$ cat src/rtl/rgbpc_ram.sv
// Generic single-write, single-read RAM with registered read data.
module rgbpc_ram #(
	parameter int unsigned WIDTH = 16,
	parameter int unsigned DEPTH = 256,
	parameter int unsigned AW    = (DEPTH > 1) ? $clog2(DEPTH) : 1
) (
	input  logic             clk,
	input  logic             we,
	input  logic [AW-1:0]    waddr,
	input  logic [WIDTH-1:0] wdata,
	input  logic             re,
	input  logic [AW-1:0]    raddr,
	output logic [WIDTH-1:0] rdata
);

	logic [WIDTH-1:0] mem_q [DEPTH];

	// Write port.
	always_ff @(posedge clk) begin
		if (we) begin
			mem_q[waddr] <= wdata;
		end
	end

	// Registered read port; the data holds while re is low.
	always_ff @(posedge clk) begin
		if (re) begin
			rdata <= mem_q[raddr];
		end
	end

endmodule

$ cat config.mk
export PLATFORM = sky130hd
export DESIGN_NAME = rgbpc_ram
export DESIGN_NICKNAME = d
export VERILOG_FILES = /design/src/rtl/rgbpc_ram.sv
export SDC_FILE = /design/constraint.sdc
export NUM_CORES = 2
export LEC_CHECK = 0
export CORE_MARGIN = 4
export CORE_UTILIZATION = 50
export CTS_CLUSTER_SIZE = 16
export DETAILED_ROUTE_END_ITERATION = 10
export DONT_BUFFER_PORTS = 1
export PLACE_DENSITY_LB_ADDON = 0.3
export SLEW_MARGIN = 0
export SYNTH_ARGS = -nofsm -noshare
export SYNTH_HDL_FRONTEND = slang
export SYNTH_SLANG_ARGS = --single-unit
$ cat constraint.sdc
create_clock -name clk -period 3.4 [get_ports clk]
set_clock_uncertainty 0.15 [all_clocks]
set_input_delay 0.68 -clock clk [delete_from_list [all_inputs] [get_ports clk]]
set_output_delay 0.68 -clock clk [all_outputs]
set_load 0.02 [all_outputs]
## After elaboration in Yosys (flattened, before gate mapping)

Memory sizes are Yosys's and may differ from the RTL's. A register that Yosys moved wholly into a read port is not among the register bits.
Index checks and enable logic that the tools add are counted.

| word-level totals | value |
|---|---|
| register bits | 0 |
| bits in latches | 0 |
| bits in writable memories | 4,096 |
| memory bits (read-only) | 0 |
| input port bits | 35 |
| word-level logic and storage cells | 3 |
| memories | 1 |

| operators by class | value |
|---|---|
| $add $sub $neg | 0 |
| multiply operators | 0 |
| divide/modulo/power cells | 0 |
| $lt $le $gt $ge | 0 |
| eq/ne operators | 0 |
| shift operators | 0 |
| multiplexer cells | 2 |
| bitwise logic cells | 0 |
| reduce and logical (&&, ||, !) cells | 0 |

Memory list:

| name | words | bits a word | rd ports | clocked after memory_dff | wr ports | line | text |
|---|---|---|---|---|---|---|---|
| mem_q | 256 | 16 | 1 | 1 | 1 | 16 | `logic [WIDTH-1:0] mem_q [DEPTH];` |

Operators with widths:

| kind | number |
|---|---|
| 2-to-1 mux 1 bit | 2 |

## Logic depth before layout (Yosys ltp)

| depth | value |
|---|---|
| word-level depth | 2 |
| depth in mapped cells | 12 |
| depth with buffers taken out | 6 |

## Least setup slack after synthesis

No wires, ideal clock.

| path | value |
|---|---|
| path kind | input port to flip-flop |
| start point | in raddr[0] |
| end point | reg rdata[4], read port of mem_q, data pin |
| library setup time | 0.265 ns |
| data arrival time | 2.664 ns |
| required time | 2.985 ns |
| path slack | 0.321 ns |
| stages | 8 |
| buffers on the path | 3 |
| cell sequence | buf_6 > buf_6 > buf_2 > mux4_2 > mux4_2 > a22o_1 > o32ai_2 > nor4_2 |

RTL lines:

| element | line | text |
|---|---|---|
| from (decl) | 12 | `input logic [AW-1:0] raddr,` |
| to (decl) | 13 | `output logic [WIDTH-1:0] rdata` |

==> impl_results.md <==
- Status: complete, but fails checks
- Failing checks: negative hold slack, negative setup slack
- Hold WC Path Type: primary input to flop
- Commonest non-fill, non-tap cell in the layout: edfxtp_1
- Starting density of the core: 50.32%
- Multi-input combinational cell area: 32,910 sq um
- Clock Sinks: 4,112
- Global-route congestion overflow total: 0
- H-Tree Depth: 5
- Most frequent cells in the layout: edfxtp_1, mux4_2, buf_4
- Max stage delay on crit path: 0.54 ns
- Syn nets: 7,395
- Number of global-route vias before repair: 79,286
- Initial DRC Count: 11,687
- First-pass GRT wire length: 601,100 microns
- Yosys warns: 0
- Number of I/O pins: 51
- Setup crit start kind: primary input
- Max-Cap Viols: 0
- Die Span Y: 571.7 microns
- Pre-CTS setup slack: -3.217 ns
- Mapped Area: 158,900 sq um
- Design internal power: 83.03 mW
- Clock power share: 41.8%
- DR WL/cell: 34.87 microns
- Max Clk Rate: 0.2927 GHz
- Pin count of the biggest net entering global routing: 738
- Crit path top cell by count: buf_16
- Synth Register Bits: 4,112
- Placed instance count: 11,797
- RD Place Congestion: 0.8480
- Number of port buffers: 0
- First-pass iteration count of the detailed router: 7
- Min cycle time layout: 3.417 ns
- Crit-path slowest cell: mux4_2
- Max-slew violations: 0
- P_sw: 22.82 mW
- Netlist cell types: 51
- CP Capture Type: flop
- Avg Inst Size Synth: 21.59 sq um
- DRT Wirelength: 440,800 microns
- Worst relative slew slack: 15.28%
- Crit path required time: 3.92 ns
- Crit Path Max Fanout: 90
- Period utilisation layout: 100.5%
- Comb power frac: 5.2%
- Inserted Clock Buffers: 402
- Slew @ Worst Pin: 1.271 ns
- Post-layout nets: 8,156
- Final std cells w/o fill: 12,640
- Final ANT Viol Nets: 0
- Final setup margin: -0.01663 ns
- Synth-to-layout area growth: 15.23%
- Reg clk slew, reported paths: 0.06 ns
- DP HPWL: 230,900 microns
- Hold Slack: -0.2333 ns
- Register area: 123,500 sq um
- Vias: 81,643
- Ys async rst share: 0%
- Pwr dens: 578.2 nW/um^2
- Sequential area share after synthesis: 77.72%
- Die Width: 571.7 microns
- FP Rows: 206
- Die area: 326,800 sq um
- Root Buffer: clkbuf_16
- Main flop type after synthesis: edfxtp_1
- Number of synthesized flops with an enable pin: 4,112
- Leak: 58.87 nW
- Initial antenna violation count: 27
- Worst setup path class: primary input to flop
- Flop pwr share: 53.0%
- Drt drc: 0
- CP arrival: 3.93 ns
- Total track usage: 25.83%
- Clk_lat worst skew: 1.02 ns
- Layout fillers: 22,212
- Setup violators final: 1
- Routed vias/inst: 6.459
- Post-synthesis cell count: 7,360
- CTS tree: done
- Critical-path cell list: buf_16, buf_16, buf_16, mux4_2, mux2_2, a221oi_1, buf_4, o31ai_1, buf_4, o32ai_1, nor4_1
- Sw Ratio: 21.56%
- Layout cells sized above 1: 27.46%
- Hold Violations, Final: 81
- Worst VDD drop: 0.4912 mV
- Core box area: 315,700 sq um
- Pwr Total: 105.8 mW
- Clk buf depth: 4
- Post-layout util: 57.98%
cell type report:
cell class | count | share of cell area, %
sequential | 4112 | 67.45
multi-input combinational | 2792 | 17.98
clock buffer | 481 | 5.703
timing repair buffer | 809 | 4.508
tap | 4160 | 2.843
clock inverter | 265 | 1.484
antenna | 17 | 0.02324
inverter | 4 | 0.01504
worst paths after layout:
path                                     from             to  slack [ns]  cells past startpoint
worst max-delay path                 raddr[0]       rdata[2]       -0.02                     11
worst min-delay path                wdata[15]  mem_q[82][15]       -0.23                      0
worst max register to register  mem_q[142][2]       rdata[2]        0.44                      8
worst min register to register   mem_q[92][2]       rdata[2]        1.02                      5
critical path: cells and delay by family:
kind | cells | cell delay, ns
mux | 2 | 0.86
simple gates | 1 | 0.13
buf+inv | 5 | 1.19
compound gates | 3 | 0.81
routing by layer:
metal	routed length (microns)	vias up	GRT usage, %
met3	49420	812	5.489
li1	-	32881	-
met4	21260	12	9.504
met5	175	-	0
met2	205700	4891	39.85
met1	164200	43047	36.78
sequential cells by signal, summed over array words and instances (netlist names):
| signal | count |
|---|---|
| mem_q | 4096 |
| rdata | 16 |
kinds of logic after synthesis:
logic type             synth area share, %
and+or+nand+nor                      1.573
muxes                                15.48
DFF                                  77.72
AOI/OAI and AO/OA                    3.534
buffers and inverters                1.692
Yosys cell counts, types with 3 or more instances:
master / number / share of area [%]
or2_2: 4 / 0.016
mux2i_1: 565 / 3.6
nand2_1: 38 / 0.090
buf_2: 76 / 0.24
a2111oi_0: 6 / 0.033
mux4_2: 797 / 11
and3_1: 11 / 0.043
nand4b_1: 3 / 0.017
a22oi_1: 43 / 0.20
nor2_1: 304 / 0.72
a21oi_1: 175 / 0.55
buf_1: 27 / 0.064
nor2b_1: 9 / 0.035
buf_8: 11 / 0.10
nor3_1: 92 / 0.29
nand2b_1: 3 / 0.012
buf_6: 77 / 0.55
a211oi_1: 18 / 0.085
o22ai_1: 148 / 0.58
mux2_2: 88 / 0.62
a31oi_1: 6 / 0.024
o31ai_1: 16 / 0.076
nand3_1: 35 / 0.11
nor4_1: 17 / 0.067
buf_12: 5 / 0.063
inv_1: 3 / 0.0071
buf_4: 26 / 0.12
nand4_1: 26 / 0.10
o221ai_1: 252 / 1.4
clkbuf_1: 230 / 0.54
o21ai_0: 37 / 0.12
a221oi_1: 28 / 0.15
a22o_1: 32 / 0.18
edfxtp_1: 4112 / 78
o32ai_1: 20 / 0.11
power by group through the flow:
stage | sequential [mW] | combinational [mW] | clock [mW]
finish | 56.1 | 5.55 | 44.2
global route | 56.0 | 5.77 | 47.0
CTS | 56.1 | 4.43 | 44.7
detailed placement | 57.1 | 4.11 | 0
global placement | 57.1 | 4.09 | 0
floorplan | 57.0 | 2.76 | 0
timing repair:
action,4_1_cts,5_1_grt
hold buffers,8,41
buffers inserted,0,4
pin swaps,0,1
gates resized for setup,3,8
setup endpoints to repair,16,16
endpoints found under the hold margin,3843,1667
gates cloned,15,8
through the flow:
step	TNS, ns	instance area [sq um]
after floorplan	0	158900
after global placement	-46.08	167800
after detailed placement	-46.32	167800
after CTS	0	181700
after global routing	-0.03199	183000
final	-0.01663	183100
(Power assumes the default switching activity.)
